**config.mk**
```make
export PLATFORM = sky130hd
export DESIGN_NAME = efd_lane
export DESIGN_NICKNAME = d
export VERILOG_FILES = /design/src/design/ensemble_force_deviation_defines.svh /design/src/design/efd_pkg.sv /design/src/design/efd_lane.sv
export SDC_FILE = /design/constraint.sdc
export NUM_CORES = 2
export LEC_CHECK = 0
export BUFFER_PORTS_ARGS = -buffer_cell sky130_fd_sc_hd__clkbuf_2
export CORE_ASPECT_RATIO = 0.8
export CORE_MARGIN = 8
export CORE_UTILIZATION = 45
export CTS_CLUSTER_DIAMETER = 60
export CTS_CLUSTER_SIZE = 40
export DETAILED_ROUTE_END_ITERATION = 10
export GPL_TIMING_DRIVEN = 0
export SETUP_SLACK_MARGIN = 0.05
export SLEW_MARGIN = 20
export SYNTH_ARGS = -nofsm -noshare
export SYNTH_HDL_FRONTEND = slang
export SYNTH_SLANG_ARGS = --single-unit
```
**constraint.sdc**
```tcl
create_clock -name i_clk -period 32.1 [get_ports i_clk]
set_clock_uncertainty 0.15 [all_clocks]
set_input_delay 1.605 -clock i_clk [delete_from_list [all_inputs] [get_ports i_clk]]
set_output_delay 1.605 -clock i_clk [all_outputs]
set_load 0.005 [all_outputs]
```
**src/design/ensemble_force_deviation_defines.svh**
```systemverilog
// Assertion macros shared by the deviation block
`ifndef ENSEMBLE_FORCE_DEVIATION_DEFINES_SVH
`define ENSEMBLE_FORCE_DEVIATION_DEFINES_SVH

// Immediate consequence check on the rising clock, idle under reset
`define EFD_ASSERT_IMP(label, clk, rst_n, ante, cons, msg) \
    label: assert property (@(posedge clk) disable iff (!rst_n) (ante) |-> (cons)) \
        else $error(msg);

// Next-cycle consequence check on the rising clock, idle under reset
`define EFD_ASSERT_NXT(label, clk, rst_n, ante, cons, msg) \
    label: assert property (@(posedge clk) disable iff (!rst_n) (ante) |=> (cons)) \
        else $error(msg);

`endif

```
**src/design/efd_pkg.sv**
```systemverilog
// Package: sizes, types and register indexes of the deviation block
`timescale 1ns / 1ps
package efd_pkg;
    localparam int MAX_MODELS  = 16;
    localparam int IDX_W       = $clog2(MAX_MODELS);
    localparam int CNT_W       = IDX_W + 1;
    localparam int NUM_LANES   = 3;

    localparam logic [1:0] REG_MODEL_COUNT   = 2'd0;
    localparam logic [1:0] REG_VECTOR_MODE   = 2'd1;
    localparam logic [1:0] REG_RELATIVE_MODE = 2'd2;
    localparam logic [1:0] REG_EPSILON       = 2'd3;

    typedef enum logic [3:0] {
        ST_GATHER, ST_SUM, ST_MEANDIV, ST_SQ, ST_MSDIV, ST_SQRT,
        ST_NORM, ST_RELDIV, ST_OUT
    } t_state;

    // lane command from the sequencer
    typedef struct packed {
        logic clear;
        logic acc_sum;
        logic acc_sq;
        logic [IDX_W-1:0] idx;
    } t_lane_cmd;
endpackage

```
**src/design/efd_lane.sv**
```systemverilog
// One component lane: stores one component per model, sums them, squares deviations
`timescale 1ns / 1ps
module efd_lane (
    input  logic                  i_clk,
    input  logic                  i_wr,
    input  logic [efd_pkg::IDX_W-1:0] i_wr_idx,
    input  logic signed [31:0]    i_wr_data,
    input  efd_pkg::t_lane_cmd    i_cmd,
    input  logic signed [31:0]    i_mean,
    output logic signed [36:0]    o_sum,
    output logic [63:0]           o_sq
);
    logic signed [31:0] r_store [efd_pkg::MAX_MODELS];
    logic signed [36:0] r_sum;
    logic [63:0]        r_sq;
    logic signed [31:0] n_val;
    logic signed [32:0] n_diff;
    logic [32:0]        n_mag;
    logic [63:0]        n_prod;

    always_ff @(posedge i_clk) begin
        if (i_wr) begin
            r_store[i_wr_idx] <= i_wr_data;
        end
    end

    // deviation of one stored value from the mean, squared
    always_comb begin
        n_val  = r_store[i_cmd.idx];
        n_diff = 33'(n_val) - 33'(i_mean);
        n_mag  = n_diff[32] ? 33'(-n_diff) : 33'(n_diff);
        n_prod = 64'(n_mag[31:0]) * 64'(n_mag[31:0]);
        if (n_mag[32]) begin
            n_prod = 64'hFFFF_FFFF_FFFF_FFFF;
        end
    end

    // accumulate the sum over the stored models and register the squared deviation
    always_ff @(posedge i_clk) begin
        if (i_cmd.clear) begin
            r_sum <= '0;
            r_sq  <= '0;
        end else begin
            if (i_cmd.acc_sum) begin
                r_sum <= r_sum + 37'(n_val);
            end
            if (i_cmd.acc_sq) begin
                r_sq <= n_prod;
            end
        end
    end

    assign o_sum = r_sum;
    assign o_sq  = r_sq;
endmodule
```
==> impl_results.md <==
* Status: complete, no violations
* Critical path endpoint category: flop
* Gpl congestion at 0.964
* Post_cts resized at 0
* Synth Net Count at 6108
* Die W at 410 µm
* Met2 GRT Util at 0.378
* Final WL at 180 mm
* Top FF cell, synth: edfxtp_1
* Seq cells post-synth at 613
* Final nets at 6375
* Maximum fanout along the worst path at 10
* Post-Syn Instances at 4878
* Mean Syn Cell Area at 11.4 µm²
* Synth Warn # at 0
* Final TNS setup at 0 ns
* Root Driver: clkbuf_16
* Final setup fails at 0
* Residual DRC count at 0
* DP Worst Slack at 12.97 ns
* Slew Limit Fails at 0
* Highest Clock Rate at 0.0527 GHz
* Layout cell share with drive strength beyond 1 at 0.114
* Row cnt at 115
* Reg clk slew, reported paths at 0.08 ns
* CTS tree: done
* Slowest cell on crit path: clkinv_1
* Hold Vio Cnt, Final at 0
* Vias per inst at 5.58
* Clk_lat worst skew at 0.67 ns
* Fillers at 11100
* Pin count of the biggest net entering global routing at 42
* RSZ-0062 raised after global routing: no
* Sequential area share after synthesis at 0.312
* Global Route met1 Usage at 0.392
* Max incr delay on CP at 0.97 ns
* Share of the synthesized area in the top cell type at 0.286
* Post-CTS setup buffers at 0
* Die Area at 136000 µm²
* Met3 Track Usage GR at 0.0881
* DIE HEIGHT at 331 µm
* Register area at 17400 µm²
* Min Clock Period, post-route at 18.98 ns
* Clk sinks at 613
* Required @ worst endpoint at 32.43 ns
* Max clock buf depth at 3
* Wire length per cell at 26.4 µm
* CP most frequent cell: fa_1
* Tot GR Track Use at 0.266
* Synthesized area at 55800 µm²
* Area growth syn-to-layout at 9.66%
* Relative slew slack at 0.0729
* # IOs at 178
* Port Buffer Count at 175
* Final period util at 0.591
* First-pass GRT wire length at 266 mm
* Max Cap Viol at 0
* Initial Util at 0.454
* Final HPWL DP at 144 mm
* Ranking of synthesized cells by area: fa_1 29%, edfxtp_1 28%, ha_1 8.0%
* Pin slew with the least headroom to its limit at 1.38 ns
* 1st-iter DRT viols at 3769
* GRT overflow at 0
* Async S/R FF share, synth at 0
* CTS H-tree lvls at 2
* Startpoint types: input port
* GR peak layer: met1
* Core ar. at 123000 µm²
* Final ANT Viol Nets at 0
* Cell taking the most area after synthesis: fa_1
* Unique cell type count in the Yosys netlist at 87
* Drt pass-1 iters at 5
* Most frequent cell after synthesis: inv_1
* CTS Buf Count at 36
* Final Worst Setup Slack at 13.12 ns
* Synth cell count leaders: 1053 x inv_1, 797 x fa_1, 512 x edfxtp_1
* Post-CTS Hold Fix Bufs at 0
* Antenna violations before repair at 7
* DR vias at 38000
* Vias in the first global route at 39400
* Area taken by multi-input logic gates at 33900 µm²
* Crit path DAT at 19.31 ns
* Post-synth EDFFs at 512
* Kind of critical path: in2reg
* Hold WC Path Type: reg2reg
## placed cells by master (no fill, tap or decap), drive strengths merged, types with 7 or more instances in the layout
master  count
o31ai       9
a21o      105
mux4      160
edfxtp    512
o21a       19
a211oi     60
clkbuf    348
nand3      21
nand4      18
a31oi      16
dfxtp     101
a31o       11
o21bai     24
a21oi     126
o211ai      7
and2       13
o22ai       9
a41oi       9
clkinv     17
fa        797
xor2       75
o21ai      63
mux2i      23
ha        356
nor2      453
diode       8
and3       26
or3        11
and4        7
xnor2     101
nand2     298
nor3       41
nor2b      12
inv      1077
a211o       8
or2        15
nand2b     44
buf       101
## final cells by class
| class | instances | share of cell area |
|---|---|---|
| Sequential cell | 613 | 0.284 |
| Tap cell | 1638 | 0.0335 |
| Multi-Input combinational cell | 3016 | 0.554 |
| Timing Repair Buffer | 229 | 0.0273 |
| Clock buffer | 37 | 0.0148 |
| Clock inverter | 29 | 0.00791 |
| Inverter | 1066 | 0.0654 |
| Buffer | 183 | 0.0124 |
| Antenna cell | 8 | 0.000327 |
## layer usage
layer	wire length, µm	part of all wire
met1	78500	0.44
met2	73800	0.41
met3	21800	0.12
met4	5470	0.030
met5	253	0.0014
## metrics by stage
step	utilization	cell area [µm²]	hold WS [ns]	std cells
after floorplan	-	55800	0.319	4878
after global placement	0.477	58700	0.315	6691
after detailed placement	0.486	59700	0.316	6743
after CTS	0.497	61100	0.335	6809
after global routing	0.497	61200	0.340	6813
final	0.497	61200	0.333	6819
## worst paths after layout
| path | start | endpoint | slack (ns) | cells after the start |
|---|---|---|---|---|
| worst min register to register | o_sq[35] | o_sq[35] | 0.33 | 2 |
| worst max-delay path | i_cmd[0] | o_sq[63] | 13.12 | 44 |
| worst min-delay path | o_sq[35] | o_sq[35] | 0.33 | 2 |
| worst max register to register | r_store[7][5] | o_sq[63] | 16.20 | 40 |
## cells by family after synthesis
family / after synthesis / share of synthesized area
simple gates: 990 / 0.0774
fa+ha+maj: 1153 / 0.366
xor+xnor: 176 / 0.0279
compound gates: 514 / 0.0636
mux: 183 / 0.0687
buf+inv: 1249 / 0.0849
flops: 613 / 0.312
## worst max-delay path, delay by kind of cell
family / cells / cell delay (ns)
buf+inv: 11 / 4.79
mux: 2 / 1.21
xor+xnor: 2 / 1.00
simple gates: 10 / 3.31
fa+ha+maj: 10 / 4.68
compound gates: 9 / 2.65
## state kept, by name (all words and copies together), names as in the netlist
| name | count |
|---|---|
| o_sq | 64 |
| o_sum | 37 |
| r_store | 512 |
Power is left out: the tool's default activity adds up to more than one toggle a clock period on the data nets, which glitch-free logic cannot reach.
