### src/design/ensemble_force_deviation_defines.svh
// Assertion macros shared by the deviation block
`ifndef ENSEMBLE_FORCE_DEVIATION_DEFINES_SVH
`define ENSEMBLE_FORCE_DEVIATION_DEFINES_SVH

// Immediate consequence check on the rising clock, idle under reset
`define EFD_ASSERT_IMP(label, clk, rst_n, ante, cons, msg) \
    label: assert property (@(posedge clk) disable iff (!rst_n) (ante) |-> (cons)) \
        else $error(msg);

// Next-cycle consequence check on the rising clock, idle under reset
`define EFD_ASSERT_NXT(label, clk, rst_n, ante, cons, msg) \
    label: assert property (@(posedge clk) disable iff (!rst_n) (ante) |=> (cons)) \
        else $error(msg);

`endif

### src/design/efd_divider.sv
// Restoring divider, one quotient bit per cycle, 64 by 64 bits
`timescale 1ns / 1ps
module efd_divider (
    input  logic        i_clk,
    input  logic        i_rst_n,
    input  logic        i_start,
    input  logic [63:0] i_num,
    input  logic [63:0] i_den,
    output logic        o_busy,
    output logic [63:0] o_quo,
    output logic [63:0] o_rem
);
    logic [63:0] r_quo, r_rem, r_den;
    logic [6:0]  r_cnt;
    logic        r_busy;
    logic [64:0] n_trial;
    logic [63:0] n_shift;

    // shift in one numerator bit and try a subtract
    always_comb begin
        n_shift = {r_rem[62:0], r_quo[63]};
        n_trial = {1'b0, n_shift} - {1'b0, r_den};
    end

    always_ff @(posedge i_clk) begin
        if (!i_rst_n) begin
            r_busy <= 1'b0;
            r_cnt  <= '0;
        end else if (i_start) begin
            r_busy <= 1'b1;
            r_cnt  <= 7'd64;
        end else if (r_busy) begin
            r_cnt  <= r_cnt - 7'd1;
            r_busy <= (r_cnt != 7'd1);
        end
    end

    always_ff @(posedge i_clk) begin
        if (i_start) begin
            r_quo <= i_num;
            r_rem <= '0;
            r_den <= i_den;
        end else if (r_busy) begin
            if (!r_rem[63] && !n_trial[64]) begin
                r_rem <= n_trial[63:0];
                r_quo <= {r_quo[62:0], 1'b1};
            end else begin
                r_rem <= n_shift;
                r_quo <= {r_quo[62:0], 1'b0};
            end
        end
    end

    assign o_busy = r_busy;
    assign o_quo  = r_quo;
    assign o_rem  = r_rem;
endmodule

### config.mk
export PLATFORM = sky130hd
export DESIGN_NAME = efd_divider
export DESIGN_NICKNAME = d
export VERILOG_FILES = /design/src/design/ensemble_force_deviation_defines.svh /design/src/design/efd_divider.sv
export SDC_FILE = /design/constraint.sdc
export NUM_CORES = 1
export LEC_CHECK = 0
export BUFFER_PORTS_ARGS = -buffer_cell sky130_fd_sc_hd__buf_2
export CAP_MARGIN = 5
export CORE_ASPECT_RATIO = 1.5
export CORE_MARGIN = 4
export CORE_UTILIZATION = 30
export CTS_CLUSTER_DIAMETER = 150
export DETAILED_ROUTE_END_ITERATION = 6
export PLACE_DENSITY_LB_ADDON = 0.3
export SETUP_SLACK_MARGIN = 0.15
export SYNTH_ARGS = -nofsm -noshare
export SYNTH_HDL_FRONTEND = slang
export SYNTH_SLANG_ARGS = --single-unit
### constraint.sdc
create_clock -name i_clk -period 3.6 [get_ports i_clk]
set_input_delay 0 -clock i_clk [delete_from_list [all_inputs] [get_ports i_clk]]
set_output_delay 0 -clock i_clk [all_outputs]
set_load 0.01 [all_outputs]
==> results <==
- The worst ir drop on vdd is 289 uV.
- The number of nets in the final layout is 1,783.
- For this design the ratio of total power to cell area is 402 nW/um2.
- The analysis attributes to net switching a power of 0.00201 W.
- The maximum number of pins on one net before global-route repair is 71.
- The flow ran to the end, and the final reports show no timing, DRC or antenna violations.
- The worst register-to-register path has a depth of 13.
- Summing all multi-input logic gate instances after layout gives 6050 um2.
- The first global-routing pass estimated 60,400 um of wire.
- The commonest non-fill, non-tap cell in the layout is sky130_fd_sc_hd__buf_2.
- The vertical die dimension is 251 um.
- The detailed-route DRC error count is 0.
- The via count of the first global-routing pass is 11,129.
- In this run, the number of DRC markers left after iteration 0 of detailed routing was 468.
- The level count of the clock H-tree is 4.
- The initial standard-cell utilization of the core is 30.6%.
- The kind of cell with the highest combined delay along the critical path is compound AO/OA/AOI/OAI gates.
- Subtracting the final worst setup slack from the clock period gives 3.29 ns.
- The count of pins over their slew limit was 0.
- After the flow finishes, the layout carries non-filler instances totaling 2,094.
- The number of sinks handled by clock tree synthesis is 200.
- For flop-to-flop paths, the worst setup slack is 0.31 ns.
- The slew at the pin closest to its max-slew limit is 0.753 ns.
- The relative max-transition margin is 49.8%.
- The number of vias in the routed layout is 10,526.
- The synthesized netlist contains 74 unique library cells.
- The source of the worst hold timing path is i_start.
- STA classifies the critical path endpoint as a register.
- In this run the horizontal extent of the chip is 170 um.
- Across all setup checks in the final design, the least slack found is 0.309 ns.
- After synthesis, the mean cell area works out to 9.69 um2.
- After layout, the worst path uses 91.4% of the clock period.
- The floorplan step defined a die boundary enclosing 42,700 um2.
- The sequential share of power is 44.0%.
- The count of synthesis-stage warnings from yosys is 0.
- The startpoint kind of the worst setup timing path is a register.
- The signal on the critical path passes through inv_1, ha_2, fa_2, nand2b_4, a21oi_2, o21ai_2, nand3_2, a31oi_2, o31a_1, o41a_1, o31ai_1, a21oi_1, nor3_1.
- The reg-to-reg endpoint is o_rem[58]$_SDFFE_PP0P_.
- The internal portion of the total power is 0.00431 W.
- The final wirelength is 37,600 um.
- Timing would allow up to 304 MHz.
- The path with the worst hold slack has its endpoint at r_den[18]$_DFFE_PP_.
- The highest fanout seen on the critical path is 3.
- The global routing usage summed across all routing layers is 17.6%.
- The count of flip-flops with a built-in enable after synthesis is 128.
- In the final layout, the share of cells above drive strength 1 is 25.8%.
- In this run switching power makes up 31.8% of total power.
- The dominant register cell in the synthesized netlist is sky130_fd_sc_hd__edfxtp_1.
- Registers take 5290 um2.
- The required time at the endpoint of the critical path is 3.98 ns.
- The largest individual stage delay along the critical path comes from the cell sky130_fd_sc_hd__o41a_1.
- After synthesis the netlist holds a flip-flop and latch count of 200.
- The clock tree from TritonCTS is built.
- The number of cells produced by synthesis is 1,219.
- Counting every net in the synthesized netlist gives 1,417.
- The floorplan has 88 rows.
- The final worst hold slack is 0.0334 ns.
- The CTS root buffer is sky130_fd_sc_hd__clkbuf_16.
- The total non-filler cell area in the finished layout is 15,700 um2.
- The remaining number of nets flagged by the antenna check after routing is 0.
- The final clock skew is 0.0153 ns.
- The number of buffers and inverters on the critical path is 1.
- The maximum cell stage delay along the critical path is 0.49 ns.
- The standard cell core area is 38,600 um2.
- The insertion delay to the later sink of the worst-skew pair is 0.46 ns.
- The worst hold-check path type is primary input to register.
- The total overflow left after global routing is 0.
- In this run the cell area of the synthesized design comes to 11,800 um2.
- Max-cap violations in this run came to 0.
- After routing, the total negative slack on setup checks comes to 0 ns.
- The data arrival time of the critical path is 3.67 ns.
- The worst setup timing slack at the placement stage is 0.0652 ns.
- After detailed routing, the average wire length per cell comes to 18.0 um.
- For this run, asynchronously set or reset flops after synthesis account for 0%.
- The filler cells instantiated in the layout total 3,731.
- The maximum buffer depth of the clock tree is 2.
- The number of placed I/O pins is 260.
- The relative contribution of the clock network to total power is 32.4%.
- The final setup violation count is 0.
- The post-synthesis sequential area ratio is 44.7%.
- The weighted congestion at the end of routability-driven global placement is 0.891.
- The first-pass detailed-route iteration total is 6.
- The count of buffers added on input and output ports is 259.
- The worst register-to-register path begins at o_quo[63]$_DFFE_PP_.
- The number of cells in the design after placement is 1,926.
- Per report_power, the combinational group accounts for 23.7% of the total.
- The leakage component of the power is 6.62 nW.
- The setup path with the least slack is of type register to register.
- The depth of the worst hold-timing path is 1.
- The number of antenna violations at the first check in global routing is 1.
- Compared with the post-synthesis result, the final layout area differs by 33.0%.
- In the routed layout, each cell is associated on average with a via count of 5.03.
- The placement-stage cell area is 13,600 um2.
- After clock tree synthesis, the clock-pin slew on the worst setup and hold paths is 0.09 ns.
- Setup repair after global routing could not meet its margin everywhere.
- The library cells used most frequently in the layout, excluding fill and tap cells, are 258 x sky130_fd_sc_hd__buf_2, 136 x sky130_fd_sc_hd__nand2_1, 129 x sky130_fd_sc_hd__dlygate4sd3_1.
- The half-perimeter wire length after detailed placement is 28,000 um.
- The final hold violation count is 0.
- The total clock buffers created by CTS is 17.
-- per-stage QoR --
step                      util, %  total power (W)
after CTS                    40.3          0.00636
after global routing         40.7          0.00665
final                        40.7          0.00631
after detailed placement     35.3          0.00418
after global placement       35.3          0.00417
after floorplan                 -          0.00369
-- flip-flops by register name, indices dropped and copies added, names as in the netlist --
register / flops
o_quo: 64
o_rem: 64
r_den: 64
r_cnt: 7
o_busy: 1
-- cell type report --
type | instances | share of cell area (%)
timing repair buffer | 409 | 17.8
clock buffer | 17 | 2.71
sequential | 200 | 33.6
clock inverter | 15 | 1.24
multi-input combinational | 869 | 38.5
inverter | 88 | 2.10
tap | 495 | 3.94
antenna | 1 | 0.0159
-- cell usage after synthesis, drive strengths merged, types with 11 or more instances --
master,n,area (um2)
nor2,111,417
nand4,24,150
nand3,12,60.1
a211oi,19,148
a311oi,25,225
nor3,11,55.1
mux2i,17,170
dfxtp,72,1440
inv,88,330
ha,66,826
nand2,137,517
buf,22,120
a21o,24,180
o21bai,13,97.6
mux2,64,721
a21oi,88,444
xor2,31,272
nor2b,11,71.3
edfxtp,128,3840
a31oi,11,81.3
clkbuf,40,150
o21ai,74,374
xnor2,32,280
-- worst reg2reg max path, cell delays in order, from the launching register on --
cell,delay [ns]
sky130_fd_sc_hd__edfxtp_1,0.38
sky130_fd_sc_hd__inv_1,0.07
sky130_fd_sc_hd__ha_2,0.21
sky130_fd_sc_hd__fa_2,0.41
sky130_fd_sc_hd__nand2b_4,0.16
sky130_fd_sc_hd__a21oi_2,0.21
sky130_fd_sc_hd__o21ai_2,0.10
sky130_fd_sc_hd__nand3_2,0.13
sky130_fd_sc_hd__a31oi_2,0.13
sky130_fd_sc_hd__o31a_1,0.43
sky130_fd_sc_hd__o41a_1,0.49
sky130_fd_sc_hd__o31ai_1,0.22
sky130_fd_sc_hd__a21oi_1,0.10
sky130_fd_sc_hd__nor3_1,0.17
-- worst max-delay path by stage --
stage                                   start                endpoint  slack (ns)  cells after the start
after floorplan           o_quo[63]$_DFFE_PP_  o_rem[60]$_SDFFE_PP0P_        0.55                     13
after global placement    o_quo[63]$_DFFE_PP_  o_rem[60]$_SDFFE_PP0P_        0.18                     13
after detailed placement  o_quo[63]$_DFFE_PP_  o_rem[60]$_SDFFE_PP0P_        0.07                     13
after CTS                 o_quo[63]$_DFFE_PP_  o_rem[60]$_SDFFE_PP0P_        0.16                     13
after global routing       r_den[1]$_DFFE_PP_  o_rem[63]$_SDFFE_PP0P_        0.13                     13
final                     o_quo[63]$_DFFE_PP_  o_rem[58]$_SDFFE_PP0P_        0.31                     13
-- cell families (layout without fill, tap and decap cells) --
family	after synthesis	after routing	share of synthesized area, %
simple gates	342	342	12.8
compound gates	316	316	18.0
flops	200	200	44.7
buf+inv	150	529	5.08
mux	81	81	7.54
fa+ha+maj	67	67	7.16
xor+xnor	63	63	4.67
other cells	0	1	0
-- power groups by stage --
stage | clock (W) | sequential [W] | combinational, W
finish | 0.00204 | 0.00278 | 0.00150
global route | 0.00219 | 0.00280 | 0.00165
CTS | 0.00211 | 0.00278 | 0.00147
detailed placement | 0 | 0.00283 | 0.00135
global placement | 0 | 0.00282 | 0.00135
floorplan | 0 | 0.00285 | 0.000847
-- routing by layer --
layer,up-vias,GRT usage [%],share of wire (%)
met5,-,0,0
met4,0,5.91,2.5
met3,53,3.98,5.8
met2,340,32.5,53
met1,4985,19.7,38
li1,5148,-,-
-- timing repair --
action / 4_1_cts / 5_1_grt
pin swaps: 0 / 14
setup buffers: 0 / 6
resized for setup: 1 / 21
hold buffers: 129 / 0
endpoints found under the setup margin: 3 / 50
hold endpoints to repair: 136 / 0
(Power assumes the default switching activity.)
