[src/design/ensemble_force_deviation_defines.svh]
// Assertion macros shared by the deviation block
`ifndef ENSEMBLE_FORCE_DEVIATION_DEFINES_SVH
`define ENSEMBLE_FORCE_DEVIATION_DEFINES_SVH

// Immediate consequence check on the rising clock, idle under reset
`define EFD_ASSERT_IMP(label, clk, rst_n, ante, cons, msg) \
    label: assert property (@(posedge clk) disable iff (!rst_n) (ante) |-> (cons)) \
        else $error(msg);

// Next-cycle consequence check on the rising clock, idle under reset
`define EFD_ASSERT_NXT(label, clk, rst_n, ante, cons, msg) \
    label: assert property (@(posedge clk) disable iff (!rst_n) (ante) |=> (cons)) \
        else $error(msg);

`endif

[src/design/efd_sqrt.sv]
// Bit-pair square root, one result bit per cycle, 64-bit radicand
`timescale 1ns / 1ps
module efd_sqrt (
    input  logic        i_clk,
    input  logic        i_rst_n,
    input  logic        i_start,
    input  logic [63:0] i_val,
    output logic        o_busy,
    output logic [31:0] o_root
);
    logic [63:0] r_val;
    logic [65:0] r_rem;
    logic [31:0] r_root;
    logic [5:0]  r_cnt;
    logic        r_busy;
    logic [65:0] n_rem, n_trial;

    // bring down two bits, trial subtract 4*root+1
    always_comb begin
        n_rem   = {r_rem[63:0], r_val[63:62]};
        n_trial = n_rem - {32'd0, r_root, 2'b01};
    end

    always_ff @(posedge i_clk) begin
        if (!i_rst_n) begin
            r_busy <= 1'b0;
            r_cnt  <= '0;
        end else if (i_start) begin
            r_busy <= 1'b1;
            r_cnt  <= 6'd32;
        end else if (r_busy) begin
            r_cnt  <= r_cnt - 6'd1;
            r_busy <= (r_cnt != 6'd1);
        end
    end

    always_ff @(posedge i_clk) begin
        if (i_start) begin
            r_val  <= i_val;
            r_rem  <= '0;
            r_root <= '0;
        end else if (r_busy) begin
            r_val <= {r_val[61:0], 2'b00};
            if (!n_trial[65]) begin
                r_rem  <= n_trial;
                r_root <= {r_root[30:0], 1'b1};
            end else begin
                r_rem  <= n_rem;
                r_root <= {r_root[30:0], 1'b0};
            end
        end
    end

    assign o_busy = r_busy;
    assign o_root = r_root;
endmodule

[config.mk]
export PLATFORM = sky130hd
export DESIGN_NAME = efd_sqrt
export DESIGN_NICKNAME = d
export VERILOG_FILES = /design/src/design/ensemble_force_deviation_defines.svh /design/src/design/efd_sqrt.sv
export SDC_FILE = /design/constraint.sdc
export NUM_CORES = 1
export LEC_CHECK = 0
export BUFFER_PORTS_ARGS = -buffer_cell sky130_fd_sc_hd__buf_2
export CORE_MARGIN = 8
export CORE_UTILIZATION = 40
export DETAILED_ROUTE_END_ITERATION = 16
export GPL_ROUTABILITY_DRIVEN = 0
export PLACE_DENSITY = 0.58
export SLEW_MARGIN = 20
export SYNTH_ARGS = -nofsm -noshare
export SYNTH_HDL_FRONTEND = slang
export SYNTH_SLANG_ARGS = --single-unit
[constraint.sdc]
create_clock -name i_clk -period 9.7 [get_ports i_clk]
set_clock_uncertainty 0.2 [all_clocks]
set_input_delay 1.94 -clock i_clk [delete_from_list [all_inputs] [get_ports i_clk]]
set_output_delay 1.94 -clock i_clk [all_outputs]
set_load 0.02 [all_outputs]
==> out/qor.csv, run 1 <==
metric,value,unit
cts_root_buffer,clkbuf_16,
ys.warnings.count,0,
portBuffers,99,
netlist_area,9950,sq um
clkLatencyLatePin,0.44,ns
power_leakage,4.41,nW
worstPathMaxFanout,27,
dieArea,30200,sq um
reg2reg_setup_slack,5.05,ns
layout-drive-gt1-share,19.2,%
critPathArrivalTime,4.78,ns
fin_util,46.2,%
h-tree-depth,4,
viasPerCell,5.63,
num_vias,8371,
dp_hpwl,17300,um
status,completed,
rsz0062_at_grt,no,
antenna_found_initial,0,
yosys-top-cells-area,"dfxtp_1 21%, edfxtp_1 19%, mux2_2 7.0%",
synth_ff_type,dfxtp_1,
period_share,48.0,%
maxClockFrequency,215,MHz
cts_tree,built,
max_cap_violations,0,
worstMarginPinSlew,1.08,ns
synth_top_area_share,20.7,%
hold_viol_final,0,
crit_required,9.83,ns
slew_headroom,27.5,%
ys_seq_elements,167,
worst_ir_drop_vdd,0.112,mV
clkTransAtPathRegs,0.08,ns
num_antenna_cells,0,
setup_tns,0,ns
fin_nets,1253,
drt-total-wl,25100,um
numClockSinks,167,
cts_resized,0,
rows,57,
start_kind,register,
synth_cell_types,75,
cp-end-kind,register,
syn-mean-instance-area,9.11,sq um
wl_per_cell,16.9,um
grt_pass1_wl,41400,um
core_area,24400,sq um
drt_pass1_iterations,4,
die_h,174,um
synthArstFlopShare,0,%
powerDensity,223,nW/um^2
synth_top_area_cell,dfxtp_1,
cts_setup_buffers,0,
synth_edf_count,64,
initial_utilization,40.8,%
syn_to_final_growth,13.2,%
syn-num-nets,1195,
fin_crit,4.65,ns
holdBufCountCts,0,
n_fill_cell,2411,
slew_viol_final,0,
die_w,174,um
drt_iter0_drc,543,
path_class,reg -> reg,
drc,0,
synthCells,1093,
setup_viol,0,
ioPinCount,100,
hold_path.class,reg -> reg,
fin_hold_ws,0.275,ns
cts_buffers,17,
grt_util_all_layers,16.3,%
yosysSeqAreaShare,40.0,%
overflow,0,
first_global_vias,8113,
cts_max_path_buffers,2,
antenna_left,0,
grt_max_degree,115,
## per-layer routing
metal  global-route usage [%]  routed length [um]  vias up
li1                         -                   -     4178
met1                     21.4               11900     4006
met2                     27.1               11900      172
met3                     3.09                1140       15
met4                     3.99                 208        0
met5                        0                   0        -
## worst max-delay path, stage by stage, from the launching register on
cell and delay (ns):
dfxtp_1 0.35, inv_1 0.06, ha_1 0.41, or4_1 0.63, nor4_2 0.27, nand4_1 0.24
mux2i_1 0.25, o21ai_0 0.26, a211oi_4 0.96, buf_4 0.47, nand4b_1 0.14, a311oi_1 0.28
## kinds of logic after synthesis
| kind of cell | after synthesis | synth area share, % |
|---|---|---|
| xor+xnor | 27 | 2.38 |
| compound gates | 240 | 17.3 |
| flops | 167 | 40.0 |
| mux | 98 | 10.6 |
| buf+inv | 114 | 4.54 |
| simple gates | 412 | 20.7 |
| fa+ha+maj | 35 | 4.40 |
## synth_stat cells (all sizes together), types with 15 or more instances
cell type    n
a21oi       49
a311oi      40
buf         25
clkbuf      42
dfxtp      103
edfxtp      64
ha          35
inv         47
mux2        62
mux2i       36
nand2      101
nand3       26
nor2       127
nor3        28
o211ai      15
o21ai       32
or3         16
or4         27
xnor2       22
## path summary, 6_finish.rpt
kind,from,to,cells past startpoint
setup / recovery,o_root[31],r_rem[42],11
hold / removal,r_rem[62],r_rem[62],2
setup reg to reg,o_root[31],r_rem[42],11
hold reg to reg,r_rem[62],r_rem[62],2
## layout make-up
class | count | area, sq um | share of cell area [%]
Clock buffer | 17 | 425 | 3.78
Sequential cell | 167 | 3990 | 35.4
Tap cell | 324 | 405 | 3.60
Inverter | 47 | 176 | 1.57
Clock inverter | 15 | 186 | 1.65
Multi-Input combinational cell | 812 | 5530 | 49.1
Timing Repair Buffer | 106 | 554 | 4.92
## state kept, by name, summed over array words and instances (netlist names)
name    cells
o_busy      1
o_root     32
r_rem      64
r_val      64
r_cnt       6
## placed cells by master (no fill, tap or decap), types with 10 or more instances in the layout
master     synthesis  final
nor2_1           127    127
nand4_1           11     11
nand2b_1          12     12
o31ai_1           14     14
buf_2             13     98
o211ai_1          14     14
mux2_2            62     62
mux2i_1           36     36
a21o_1            14     14
inv_1             47     46
ha_1              35     35
edfxtp_1          64     64
xnor2_1           22     22
o21a_1            10     10
dfxtp_1          103    102
clkbuf_16          0     17
a311oi_1          40     40
nand3_1           26     26
nor3_1            28     28
o21ai_0           32     32
a21oi_1           49     49
or3_1             15     15
or4_1             26     26
nand2_1          100    100
## metrics by stage
step,area (sq um),cells,total power [mW],setup slack [ns]
finish,11300,1488,2.52,5.05
global route,11300,1488,2.68,4.71
CTS,11300,1488,2.53,5.08
detailed placement,10700,1456,1.82,4.91
global placement,10700,1456,1.82,4.91
floorplan,9950,1093,1.59,5.30
## where the power goes
| part | switching, mW | internal [mW] | total (mW) |
|---|---|---|---|
| Sequential | 0.0600 | 0.806 | 0.866 |
| Combinational | 0.590 | 0.365 | 0.955 |
| Clock | 0.345 | 0.352 | 0.697 |
| Total | 0.995 | 1.52 | 2.52 |
Note: power is estimated with default switching activity, not from simulation.
==> run 2, diff against run 1 <==
- ABC_AREA: unset -> 1
- PLACE_DENSITY: 0.58 -> 0.6
- clock period: 9.7 -> 4.2 ns (I/O delays scaled with it)
==> run 2 against run 1 <==
  * First-iteration DRC count is 42% higher
  * Sequential share of layout area is 3.3 points lower
  * Die area is 9.5% higher
  * Cell count is 47% higher
  * Utilization is 0.18 points lower
  * Setup slack worse by 4.3 ns
  * Largest cell class unchanged
==> out/qor.csv, run 2 <==
metric,value,unit
initial_utilization,40.8,%
status,completed,
viasPerCell,4.96,
slew_viol_final,0,
synth_ff_type,dfxtp_1,
h-tree-depth,4,
numClockSinks,167,
n_fill_cell,2886,
drt_pass1_iterations,6,
rows,60,
wl_per_cell,14.3,um
ys_seq_elements,167,
r2r_cells,16,
ys.warnings.count,0,
hold_path.class,reg -> reg,
drt_iter0_drc,769,
num_vias,10889,
min_path_cells,2,
ioPinCount,100,
cts_max_path_buffers,2,
setup_tns,0,ns
synth_top_area_cell,nand2_1,
max_cap_violations,0,
clkLatencyLatePin,0.46,ns
hold_viol_final,0,
synthCells,1768,
worstMarginPinSlew,1.01,ns
portBuffers,99,
antenna_found_initial,0,
start_kind,register,
num_antenna_cells,0,
final_cell_mix,"854 x nand2_1, 224 x inv_1, 130 x nor2_1",
critPathArrivalTime,3.64,ns
fin_hold_ws,0.257,ns
syn_to_final_growth,12.8,%
slew_headroom,32.2,%
die_h,182,um
ys_top_cells_by_count,"854 x nand2_1, 225 x inv_1, 132 x nor2_1",
cts_setup_buffers,0,
crit_required,4.40,ns
grt_util_all_layers,19.3,%
dp_hpwl,23000,um
grt_pass1_wl,52500,um
yosysMostFrequentCell,nand2_1,
synth_top_area_share,29.1,%
netlist_area,11000,sq um
grt_max_degree,72,
setup_viol,0,
overflow,0,
syn-mean-instance-area,6.22,sq um
antenna_left,0,
cts_buffers,17,
drt-total-wl,31400,um
synth_edf_count,64,
dieArea,33100,sq um
core_area,27000,sq um
syn-num-nets,1870,
maxClockFrequency,291,MHz
cts_resized,0,
first_global_vias,10505,
worstPathMaxFanout,34,
drc,0,
fin_crit,3.44,ns
holdBufCountCts,0,
cts_tree,built,
fin_nets,1942,
cts_root_buffer,clkbuf_16,
synthArstFlopShare,0,%
final_common_cell,nand2_1,
yosys-top-cells-area,"nand2_1 29%, dfxtp_1 19%, edfxtp_1 17%",
die_w,182,um
period_share,81.9,%
layout-drive-gt1-share,8.36,%
yosysSeqAreaShare,36.2,%
synth_cell_types,36,
rsz0062_at_grt,no,
clkTransAtPathRegs,0.08,ns
path_class,reg -> reg,
cp-end-kind,register,
==> run 2: metal layers <==
| metal | track usage (%) | wire length, um | vias to the layer above |
|---|---|---|---|
| met5 | 0 | 0 | - |
| met4 | 5.51 | 586 | 0 |
| met3 | 4.45 | 2320 | 44 |
| met2 | 30.8 | 13500 | 335 |
| met1 | 25.7 | 15000 | 4890 |
| li1 | - | - | 5620 |
==> run 2: stage by stage <==
stage	area, sq um	utilization (%)	instances	setup WS [ns]
floorplan	11000	-	1768	0.296
global placement	11800	43.7	2162	0.870
detailed placement	11800	43.7	2162	0.812
CTS	12400	46.0	2194	0.789
global route	12400	46.0	2194	0.428
finish	12400	46.0	2194	0.762
==> run 2: logic make-up after synthesis <==
logic type	share of synthesized area, %
AOI/OAI and AO/OA	4.17
xor gates and xnor gates	2.71
adders and majority gates	3.98
buffers and inverters	9.99
DFF	36.2
and+or+nand+nor	42.9
==> run 2: final cells by class <==
cell class / count / area, sq um / share of cell area [%]
clock inverters: 15 / 209 / 1.68
inverters: 228 / 858 / 6.92
clock buffers: 17 / 425 / 3.43
multi-input cells: 1319 / 5930 / 47.8
well taps: 341 / 427 / 3.44
flip-flops and latches: 167 / 3980 / 32.1
repair buffers: 107 / 568 / 4.58
==> run 2: critical path: stages, from the launching register on <==
cell	delay, ns
dfxtp_1	0.34
inv_1	0.07
ha_1	0.36
nand2_1	0.14
inv_1	0.05
a21oi_1	0.25
a21boi_0	0.22
nand2_1	0.10
inv_1	0.06
nand2_1	0.09
nand2_2	0.10
nand3_2	0.47
nand2_4	0.59
nand2_1	0.11
nand2_1	0.09
nand2_1	0.05
nand2_1	0.07
==> run 2: final timing paths <==
| kind | end | slack [ns] | start |
|---|---|---|---|
| worst min-delay path | r_rem[62] | 0.26 | r_rem[62] |
| worst max register to register | r_rem[17] | 0.76 | o_root[29] |
| worst min register to register | r_rem[62] | 0.26 | r_rem[62] |
| worst max-delay path | r_rem[17] | 0.76 | o_root[29] |
Power of run 2 is not shown: default switching activity piles up to over one toggle a cycle in this logic, so the estimate is an artifact.
